===== config.mk =====
export PLATFORM = sky130hd
export DESIGN_NAME = frta_ctrl
export DESIGN_NICKNAME = d
export VERILOG_FILES = /design/src/design/frta_pkg.sv /design/src/design/frta_ctrl.sv
export SDC_FILE = /design/constraint.sdc
export NUM_CORES = 1
export LEC_CHECK = 0
export BUFFER_PORTS_ARGS = -buffer_cell sky130_fd_sc_hd__buf_2
export CORE_AREA = 4 4 41 43
export DETAILED_ROUTE_END_ITERATION = 7
export DIE_AREA = 0 0 45 47
export GPL_TIMING_DRIVEN = 0
export PLACE_DENSITY = 0.67
export SETUP_SLACK_MARGIN = 0.4
export SLEW_MARGIN = 10
export SYNTH_ARGS = -nofsm -noshare
export SYNTH_HDL_FRONTEND = slang
export SYNTH_SLANG_ARGS = --single-unit
export TNS_END_PERCENT = 1

===== constraint.sdc =====
create_clock -name i_clk -period 1.2 [get_ports i_clk]
set_input_delay 0.18 -clock i_clk [delete_from_list [all_inputs] [get_ports i_clk]]
set_output_delay 0.18 -clock i_clk [all_outputs]
set_load 0.02 [all_outputs]

===== src/design/frta_pkg.sv =====
`timescale 1ns / 1ps
`default_nettype none
// ----------------------------------------------------------------------------
// frta_pkg: shared types and constants of the free range table allocator
// Commands, status codes, controller states and controller-datapath signals.
// ----------------------------------------------------------------------------
package frta_pkg;
    localparam int TableEntriesDef = 16;
    localparam int AddressBitsDef  = 16;

    localparam logic [1:0] CMD_ADD   = 2'd0;
    localparam logic [1:0] CMD_REM   = 2'd1;
    localparam logic [1:0] CMD_ALLOC = 2'd2;

    localparam logic [1:0] ST_DONE  = 2'd0;
    localparam logic [1:0] ST_NOFIT = 2'd1;
    localparam logic [1:0] ST_FULL  = 2'd2;

    typedef enum logic [3:0] {
        S_IDLE,
        S_RD,
        S_EVAL,
        S_SHIFT_RD,
        S_SHIFT_WR,
        S_APPEND,
        S_ALLOC_WR,
        S_MOVE_RD,
        S_MOVE_WR,
        S_OUT
    } t_state;

    typedef struct packed {
        logic load;
        logic rd_cur;
        logic rd_next;
        logic rd_last;
        logic eval;
        logic shift_wr;
        logic append;
        logic alloc_wr;
        logic move_wr;
    } t_cmd;

    typedef struct packed {
        logic scan_end;
        logic shift_end;
        logic go_append;
        logic go_shift;
        logic go_alloc;
        logic go_out;
        logic alloc_move;
    } t_stat;
endpackage
`default_nettype wire


===== src/design/frta_ctrl.sv =====
`timescale 1ns / 1ps
`default_nettype none
// ----------------------------------------------------------------------------
// frta_ctrl: command sequencer
// Steps the datapath through scan, shift, append and allocate phases.
// ----------------------------------------------------------------------------
module frta_ctrl import frta_pkg::*; (
    input  wire logic  i_clk,
    input  wire logic  i_rst_n,
    input  wire logic  i_in_fire,
    input  wire logic  i_out_fire,
    input  wire t_stat i_stat,
    output t_cmd       o_cmd,
    output logic       o_in_ready,
    output logic       o_out_valid
);
    t_state r_state, n_state;

    always_ff @(posedge i_clk) begin
        if (!i_rst_n) begin
            r_state <= S_IDLE;
        end else begin
            r_state <= n_state;
        end
    end

    always_comb begin
        n_state = r_state;
        case (r_state)
            S_IDLE: if (i_in_fire) n_state = S_RD;
            S_RD: begin
                if (i_stat.scan_end) begin
                    if (i_stat.go_append) n_state = S_APPEND;
                    else if (i_stat.go_alloc) n_state = S_ALLOC_WR;
                    else n_state = S_OUT;
                end else begin
                    n_state = S_EVAL;
                end
            end
            S_EVAL: begin
                if (i_stat.go_out) n_state = S_OUT;
                else if (i_stat.go_append) n_state = S_APPEND;
                else if (i_stat.go_shift) n_state = S_SHIFT_RD;
                else if (i_stat.go_alloc) n_state = S_ALLOC_WR;
                else n_state = S_RD;
            end
            S_SHIFT_RD: n_state = i_stat.shift_end ? S_RD : S_SHIFT_WR;
            S_SHIFT_WR: n_state = S_SHIFT_RD;
            S_APPEND: n_state = S_OUT;
            S_ALLOC_WR: n_state = i_stat.alloc_move ? S_MOVE_RD : S_OUT;
            S_MOVE_RD: n_state = S_MOVE_WR;
            S_MOVE_WR: n_state = S_OUT;
            S_OUT: if (i_out_fire) n_state = S_IDLE;
            default: n_state = S_IDLE;
        endcase
    end

    always_comb begin
        o_cmd = '0;
        o_in_ready = 1'b0;
        o_out_valid = 1'b0;
        case (r_state)
            S_IDLE: begin
                o_in_ready = 1'b1;
                o_cmd.load = i_in_fire;
            end
            S_RD: o_cmd.rd_cur = 1'b1;
            S_EVAL: o_cmd.eval = 1'b1;
            S_SHIFT_RD: o_cmd.rd_next = 1'b1;
            S_SHIFT_WR: o_cmd.shift_wr = 1'b1;
            S_APPEND: o_cmd.append = 1'b1;
            S_ALLOC_WR: o_cmd.alloc_wr = 1'b1;
            S_MOVE_RD: o_cmd.rd_last = 1'b1;
            S_MOVE_WR: o_cmd.move_wr = 1'b1;
            S_OUT: o_out_valid = 1'b1;
            default: ;
        endcase
    end
endmodule
`default_nettype wire


After elaboration in Yosys (flattened, before gate mapping):

Cells that the tools add are included.

* output and inout bits: 11
* register bits: 4

* eq/ne operators: 11
* reductions and logical operators: 3
* multiplexer cells: 23

Operator list (number)
* $pmux 4 s9: 1
* $mux 4: 7
* $eq 4x3->1 const B: 4
* $mux 3: 4
* $mux 1: 11
* $eq 4x2->1 const B: 2
* $eq 4x4->1 const B: 2
* $eq 4x1->1 const B: 1
* $logic_not 4->1: 1
* $ne 2x2->1 const B: 2
* $reduce_and 2->1: 1
* $reduce_or 2->1: 1

Longest topological paths before layout:

Gate-level depths: netlist (run 1).

* depth after elaboration: 5
* mapped depth: 5
* mapped depth without buffers: 4

Least setup slack after synthesis (run 1):

Ideal clock, no wire load.

* kind: register to output
* from: register r_state[3]
* to: output port o_cmd[8] in the netlist's numbering
* buffers on the path: 1
* stages on the path, launching flop included: 4
* slack: -0.592 ns
* arrival time: 1.612 ns
* data required time: 1.020 ns
* path through: dfxtp_1 buf_4 nor4_1 and2_1

RTL lines
* start, declared: line frta_ctrl.sv:17 `t_state r_state, n_state;`
* start signal, assigned: line frta_ctrl.sv:23 `r_state <= n_state;`
* end, declared: line frta_ctrl.sv:13 `output t_cmd o_cmd,`

==> results of run 1 <==
synthesized netlist by cell type (2+ instances only):
| cell | count | area share |
|---|---|---|
| sky130_fd_sc_hd__nand3b_1 | 3 | 0.047 |
| sky130_fd_sc_hd__buf_4 | 2 | 0.031 |
| sky130_fd_sc_hd__dfxtp_1 | 4 | 0.17 |
| sky130_fd_sc_hd__a21oi_1 | 3 | 0.031 |
| sky130_fd_sc_hd__o21ai_0 | 2 | 0.021 |
| sky130_fd_sc_hd__buf_6 | 2 | 0.047 |
| sky130_fd_sc_hd__a21o_1 | 3 | 0.047 |
| sky130_fd_sc_hd__nand2b_1 | 3 | 0.039 |
| sky130_fd_sc_hd__nand2_1 | 4 | 0.031 |
| sky130_fd_sc_hd__nor2_1 | 7 | 0.055 |
| sky130_fd_sc_hd__a211oi_1 | 2 | 0.031 |
| sky130_fd_sc_hd__nor3_1 | 6 | 0.063 |
power breakdown:
part	internal (mW)	switching [mW]	total, mW
registers	0.154	0.0221	0.176
logic	0.265	0.268	0.533
clock network	0.112	0.0547	0.167
kinds of logic (layout without fill, tap and decap cells):
family / count (synthesis) / count (layout) / synth area share
buf+inv: 5 / 35 / 0.08592
flops: 4 / 4 / 0.1667
compound gates: 18 / 18 / 0.2656
mux: 1 / 1 / 0.02083
simple gates: 32 / 32 / 0.4610
worst register-to-register path, cell delays in order (launching register included):
cell	delay [ps]
sky130_fd_sc_hd__dfxtp_4	340
sky130_fd_sc_hd__buf_6	130
sky130_fd_sc_hd__buf_6	110
sky130_fd_sc_hd__nor3_4	130
sky130_fd_sc_hd__mux2i_2	270
sky130_fd_sc_hd__nand2_2	130
sky130_fd_sc_hd__a22oi_2	180
per-stage QoR:
stage               hold slack [ps]  utilization
floorplan                     373.4            -
global placement              516.9       0.4856
detailed placement            528.7       0.4856
CTS                           251.2       0.5798
global route                  244.1       0.6144
finish                        249.2       0.6144
layout make-up:
cell class                 count  share of cell area
multi-input combinational     51              0.5368
timing repair buffer          27              0.2316
sequential                     4              0.1127
buffer                         4             0.06260
clock buffer                   3             0.02817
tap                           15             0.02347
inverter                       1            0.004695
worst max-delay path by stage:
stage / endpoint / slack (ps) / start
2_1_floorplan: r_state[3] / -120 / r_state[2]
3_3_place_gp: r_state[0] / -150 / r_state[1]
3_5_place_dp: r_state[0] / -150 / r_state[1]
4_1_cts: o_cmd[8] / -230 / r_state[0]
5_1_grt: o_cmd[8] / -280 / r_state[1]
6_report: o_cmd[8] / -230 / r_state[0]
timing repair:
action / CTS / global route
pin swaps: 5 / 4
setup endpoints to repair: 15 / 15
resized for setup: 21 / 13
setup buffers: 5 / 0
gates cloned: 1 / 0
per-layer routing:
metal  track usage  up-vias
li1              -      288
met1        0.2063      279
met2        0.2514       17
met3       0.04598        0
met4       0.03509        0
met5             0        -
==> results.env, run 1 <==
TOP_LEVEL_PORTS=22
CP_SLOWEST_STAGE_DELAY_PS=340
TIMING.CRITICAL_PATH.CELLS='buf_6 > nor4_4 > and2_4 > buf_6'
CRITPATHLAUNCHTYPE='register'
DRT_ITER0_MARKERS=10
CTS_HOLD_BUF=0
PORT-BUFFER-COUNT=21
WORST_SLEW_MARGIN_REL=0.8321
CRIT_TOP_CELL='sky130_fd_sc_hd__buf_6'
HOLD_PATH_STARTPOINT='i_rst_n'
GRT_START_MAX_NET_PINS=11
GRT_SETUP_UNREPAIRED='yes'
ROUTABILITYCONGESTION=0.8168
PEAKVDDDROP_V=0.0007640
LAYOUT.CELLS.NON_FILLER=105
CP-END-KIND='output pin'
POST-PLACE-CELLS=96
CTSROOTBUFFERMASTER='sky130_fd_sc_hd__clkbuf_4'
LARGEST_REG_FLOPS=4
H-TREE-DEPTH=1
MULTI_INPUT_AREA_UM2=429.2
CPMAXSTAGEDELAYCELL='sky130_fd_sc_hd__dfxtp_4'
PLACEMENTROWS=13
SETUP_SLACK_PS=-228.5
PLACE_AREA_UM2=631.9
DIE_X_UM=45
SYNTH_ASYNC_SR_FLOP_SHARE=0
FINALSETUPVIOLCOUNT=15
MOSTFREQUENTLAYOUTCELL='sky130_fd_sc_hd__buf_2'
TIGHTEST_PIN_TRANSITION_PS=250.8
WORST-ENDPOINT-ARRIVAL_PS=1250
SHARE_OF_THE_YOSYS_CHIP_AREA_BELONGING_TO_REGISTERS=0.1667
CRITPATHMAXFANOUT=5
MOST_FREQUENT_CELLS_IN_THE_LAYOUT='13 x sky130_fd_sc_hd__buf_2, 11 x sky130_fd_sc_hd__buf_4, 6 x sky130_fd_sc_hd__buf_6'
GRT_FIRST_PASS_WIRELENGTH_UM=2408
TNS_PS=-1942
CLOCK_TREE_FROM_TRITONCTS='done'
CTS-BUFFERS-INSERTED=3
TIMING.HOLD.WORST_PATH_DEPTH=3
DETAIL_ROUTE.WL_PER_CELL_UM=14.35
FINAL.MIN_CLOCK_PERIOD_PS=1428
DRT_PRE_ANTENNA_ITERS=4
TOTALWIRELENGTH_UM=1507
GRT_ANTENNA_BEFORE_REPAIR=0
PRE_CTS_SLACK_PS=-152.2
TIMING.CRITICAL_PATH.MAX_DELAY_FAMILY='simple AND/OR/NAND/NOR gates'
POST_ROUTE_CELLS_DRIVE_ABOVE_1_SHARE=0.6556
CRITICALPATHCATEGORY='reg2out'
WORST-PATH-STAGES=4
POST_SYNTH.CELL_AREA_AVG_UM2=8.008
DIE_H_UM=47
CTS_SINKS=4
POSTLAYOUTCELLAREA_UM2=799.5
SEQ_AREA_UM2=90.09
ROUTED_VIA_DENSITY=5.562
FILLCELLCOUNT=122
FIN_NETS=103
MET3ROUTEDLENGTH_UM=97
WHS_ENDPOINT='r_state[1]'
GRT_PASS1_VIAS=540
SYNTH_WARNINGS=0
CLK_PIN_SLEW_PS=40
GLOBAL_ROUTE.OVERFLOW_TOTAL=0
MAX_CLOCK_FREQ_GHz=0.7000
CAP_VIOLATIONS=0
SYN-NUM-NETS=71
WORSTHOLDPATHTYPE='in2reg'
REPORT.FINAL.HOLD_VIOL_COUNT=0
FP.DIEAREA_UM2=2115
REG2REG_DEPTH=6
GLOBAL_ROUTE.USAGE.TOTAL=0.1563
INITIAL_UTILIZATION=0.3692
CRITICAL_PATH.REG2REG.ENDPOINT='r_state[0]'
TOP_LAYER_USED='met3'
R2R_SLACK_PS=-180
FINALCLOCKSKEW_PS=5.198
AREA_DELTA_SYNTH_FINAL_PCT=66.41
MET1WIRELENGTH_UM=602
REGISTERS.TOP_BY_FF_COUNT='r_state'
POST_SYNTH_INST_COUNT=60
WORST-PATH-BUF-INV=2
TOTAL_LEAKAGE_POWER_nW=0.3549
TIMING_MAX_TRANSITION_VIOLATIONS_FINAL=0
POSTSYNTH.TOPFLOPCELL='sky130_fd_sc_hd__dfxtp_1'
CTS-ROOT-TO-SINK-BUFFERS=2
ROUTE.MET2.WL_UM=807
VIOLATIONS_IN_THE_FINAL_REPORTS='negative setup slack'
INSERTION_DELAY_PS=240
CORE_AREA_UM2=1301
HPWL_UM=1049
NUMBER_OF_DISTINCT_LIBRARY_CELLS_AFTER_SYNTHESIS=31
CP_DATA_REQUIRED_TIME_PS=1020
SYNTH-SEQ-CELLS=4
DRT_DRC_VIOLATIONS_LEFT=0
SYNTH_EDF_COUNT=0
SYNTHESIS.AREA_UM2=480.5
VIA_COUNT=584
STATUS='finished, violations left'
POWER_DENSITY_NORMALIZED_TO_CELL_AREA_nW_PER_UM2=1095
R2R_START='r_state[0]'
FINAL.PERIOD_UTILIZATION=1.190
ANTENNA_CELLS_INSERTED=0
TOTALPOWERFINAL_uW=875.3
FINAL_ANTENNA_NET_COUNT=0
LAYOUT_TOP_REGISTERS='r_state (4)'
Note: power is estimated with default switching activity, not from simulation.
==> inputs of run 2 (changes only) <==
- CORE_AREA: 4 4 41 43 -> default
- CORE_ASPECT_RATIO: default -> 0.9
- CORE_MARGIN: default -> 4
- CORE_UTILIZATION: default -> 30
- DIE_AREA: 0 0 45 47 -> default
- PLACE_DENSITY: 0.67 -> default
- SLEW_MARGIN: 10 -> 20
==> results.env, run 2 (synthesis gave the netlist of run 1 again) <==
WORSTHOLDPATHTYPE='in2reg'
FINAL_ANTENNA_NET_COUNT=0  # unchanged
REPORT.FINAL.HOLD_VIOL_COUNT=0  # unchanged
CTS-ROOT-TO-SINK-BUFFERS=2  # unchanged
CTS-BUFFERS-INSERTED=3  # unchanged
TIMING.CRITICAL_PATH.MAX_DELAY_FAMILY='simple AND/OR/NAND/NOR gates'
DETAIL_ROUTE.WL_PER_CELL_UM=13.68  # -4.7%
TIGHTEST_PIN_TRANSITION_PS=299.9  # +49.10 ps
GRT_PASS1_VIAS=543  # +0.56%
FILLCELLCOUNT=138  # +13%
HOLD_PATH_STARTPOINT='i_rst_n'
POST_ROUTE_CELLS_DRIVE_ABOVE_1_SHARE=0.6484  # -0.007204
PORT-BUFFER-COUNT=21  # unchanged
VIA_COUNT=575  # -1.5%
CORE_AREA_UM2=1480  # +14%
CTSROOTBUFFERMASTER='sky130_fd_sc_hd__clkbuf_4'
ROUTED_VIA_DENSITY=5.088  # -8.5%
CP_SLOWEST_STAGE_DELAY_PS=360  # +20 ps
HPWL_UM=1060  # +1.1%
INITIAL_UTILIZATION=0.3246  # -0.04463
POWER_DENSITY_NORMALIZED_TO_CELL_AREA_nW_PER_UM2=1050  # -4.1%
FINAL_CORE_UTILIZATION=0.5740  # -0.04046
PRE_CTS_SLACK_PS=-157.0  # -4.821 ps
FINAL.MIN_CLOCK_PERIOD_PS=1433  # +4.875 ps
DIE_X_UM=50.19  # +12%
ANTENNA_CELLS_INSERTED=0  # unchanged
WORST-PATH-STAGES=4  # unchanged
H-TREE-DEPTH=1  # unchanged
CRITPATHMAXFANOUT=4  # -1
TOP_LEVEL_PORTS=22  # unchanged
MAX_CLOCK_FREQ_GHz=0.6977  # -0.34%
GLOBAL_ROUTE.OVERFLOW_TOTAL=0  # unchanged
CTS_HOLD_BUF=0  # unchanged
ROUTABILITYCONGESTION=0.8206  # +0.47%
TIMING_MAX_TRANSITION_VIOLATIONS_FINAL=0  # unchanged
LAYOUT_TOP_REGISTERS='r_state (4)'
REG2REG_DEPTH=7  # +1
PLACEMENTROWS=13  # unchanged
GRT_START_MAX_NET_PINS=11  # unchanged
VIOLATIONS_IN_THE_FINAL_REPORTS='negative setup slack'
PLACE_AREA_UM2=640.6  # +1.4%
CRITICAL_PATH.REG2REG.ENDPOINT='r_state[0]'
TIMING.HOLD.WORST_PATH_DEPTH=3  # unchanged
TOTAL_LEAKAGE_POWER_nW=0.3730  # +5.1%
SETUP_SLACK_PS=-233.4  # -4.875 ps
AREA_DELTA_SYNTH_FINAL_PCT=76.82
FINALSETUPVIOLCOUNT=15  # unchanged
CLOCK_TREE_FROM_TRITONCTS='done'
PEAKVDDDROP_V=0.0005991  # -22%
CP-END-KIND='output pin'
TOTALWIRELENGTH_UM=1546  # +2.6%
WHS_ENDPOINT='r_state[1]'
FINAL.PERIOD_UTILIZATION=1.194  # +0.004063
CP_DATA_REQUIRED_TIME_PS=1020  # about the same
DRT_DRC_VIOLATIONS_LEFT=0  # unchanged
DRT_PRE_ANTENNA_ITERS=3  # -1
STATUS='finished, violations left'
GRT_SETUP_UNREPAIRED='yes'
CLK_PIN_SLEW_PS=40  # about the same
WORST_SLEW_MARGIN_REL=0.7983  # -0.03374
CRITPATHLAUNCHTYPE='register'
GLOBAL_ROUTE.USAGE.TOTAL=0.1463  # -0.01002
WORST-PATH-BUF-INV=2  # unchanged
DIE_H_UM=45.97  # -2.2%
FINALCLOCKSKEW_PS=2.946  # -2.252 ps
LARGEST_REG_FLOPS=4  # unchanged
CAP_VIOLATIONS=0  # unchanged
INSERTION_DELAY_PS=230  # about the same
CTS_SINKS=4  # unchanged
POSTLAYOUTCELLAREA_UM2=849.6  # +6.3%
WORST-ENDPOINT-ARRIVAL_PS=1250  # about the same
GRT_FIRST_PASS_WIRELENGTH_UM=2525  # +4.9%
MOST_FREQUENT_CELLS_IN_THE_LAYOUT='12 x sky130_fd_sc_hd__buf_2, 10 x sky130_fd_sc_hd__buf_4, 6 x sky130_fd_sc_hd__nor2_1, 6 x sky130_fd_sc_hd__buf_6'
GRT_ANTENNA_BEFORE_REPAIR=0  # unchanged
DRT_ITER0_MARKERS=5  # -5
CPMAXSTAGEDELAYCELL='sky130_fd_sc_hd__dfxtp_4'
TIMING.CRITICAL_PATH.CELLS='buf_8 > nor4_4 > and2_4 > buf_6'
CRITICALPATHCATEGORY='reg2out'
REGISTERS.TOP_BY_FF_COUNT='r_state'
FIN_NETS=104  # +0.97%
R2R_START='r_state[3]'
FP.DIEAREA_UM2=2307  # +9.1%
R2R_SLACK_PS=-170  # about the same
MOSTFREQUENTLAYOUTCELL='sky130_fd_sc_hd__buf_2'
==> run 2: final cells by class <==
| class | instances | area, um^2 | area share |
|---|---|---|---|
| timing repair buffer | 28 | 202.7 | 0.2386 |
| tap | 22 | 27.53 | 0.03240 |
| multi-input combinational | 51 | 432.9 | 0.5096 |
| inverter | 1 | 3.754 | 0.004418 |
| clock buffer | 3 | 22.52 | 0.02651 |
| sequential | 4 | 95.09 | 0.1119 |
| buffer | 4 | 65.06 | 0.07658 |
==> run 2: worst max path at each step <==
stage                    start         end
floorplan           r_state[2]  r_state[3]
global placement    r_state[1]  r_state[0]
detailed placement  r_state[1]  r_state[0]
CTS                 r_state[3]    o_cmd[8]
global route        r_state[3]    o_cmd[8]
finish              r_state[3]    o_cmd[8]
==> run 2: layer usage <==
metal  vias up  part of all wire  track usage
met1       269              0.47       0.1954
met2        13              0.48       0.2240
met3         2             0.038      0.02295
met5         -                 0            0
met4         0            0.0097      0.08287
li1        291                 -            -
==> run 2: timing repair <==
| action | 4_1_cts | 5_1_grt |
|---|---|---|
| setup endpoints to repair | 15 | 15 |
| pin swaps | 7 | 3 |
| setup buffers | 7 | 0 |
| gates resized for setup | 30 | 11 |
| cloned | 0 | 0 |
==> run 2: where the power goes <==
| part | switching, mW | leakage, nW | total, mW | internal (mW) |
|---|---|---|---|---|
| Sequential | 0.0295 | 0.0356 | 0.182 | 0.153 |
| Clock | 0.0525 | 0.0138 | 0.164 | 0.112 |
| Combinational | 0.270 | 0.324 | 0.546 | 0.276 |
| Total | 0.352 | 0.373 | 0.892 | 0.540 |
==> run 2: worst register-to-register path, cell delays in order (launching register included) <==
cell and delay (ps):
sky130_fd_sc_hd__dfxtp_4 370, sky130_fd_sc_hd__buf_8 110, sky130_fd_sc_hd__buf_4 160, sky130_fd_sc_hd__buf_4 130, sky130_fd_sc_hd__nor2_1 40, sky130_fd_sc_hd__mux2i_1 190, sky130_fd_sc_hd__nand2_2 130, sky130_fd_sc_hd__a22oi_2 170
==> run 2: metrics by stage <==
step | hold slack, ps | cells | power (mW) | TNS (ps)
4_1_cts | 246.2 | 113 | 0.8517 | -2041
2_1_floorplan | 373.4 | 60 | 0.4851 | -416.9
3_3_place_gp | 524.9 | 103 | 0.5861 | -418.2
3_5_place_dp | 528.8 | 103 | 0.5867 | -502.1
5_1_grt | 268.3 | 113 | 0.9545 | -2903
6_report | 264.0 | 113 | 0.8923 | -2082
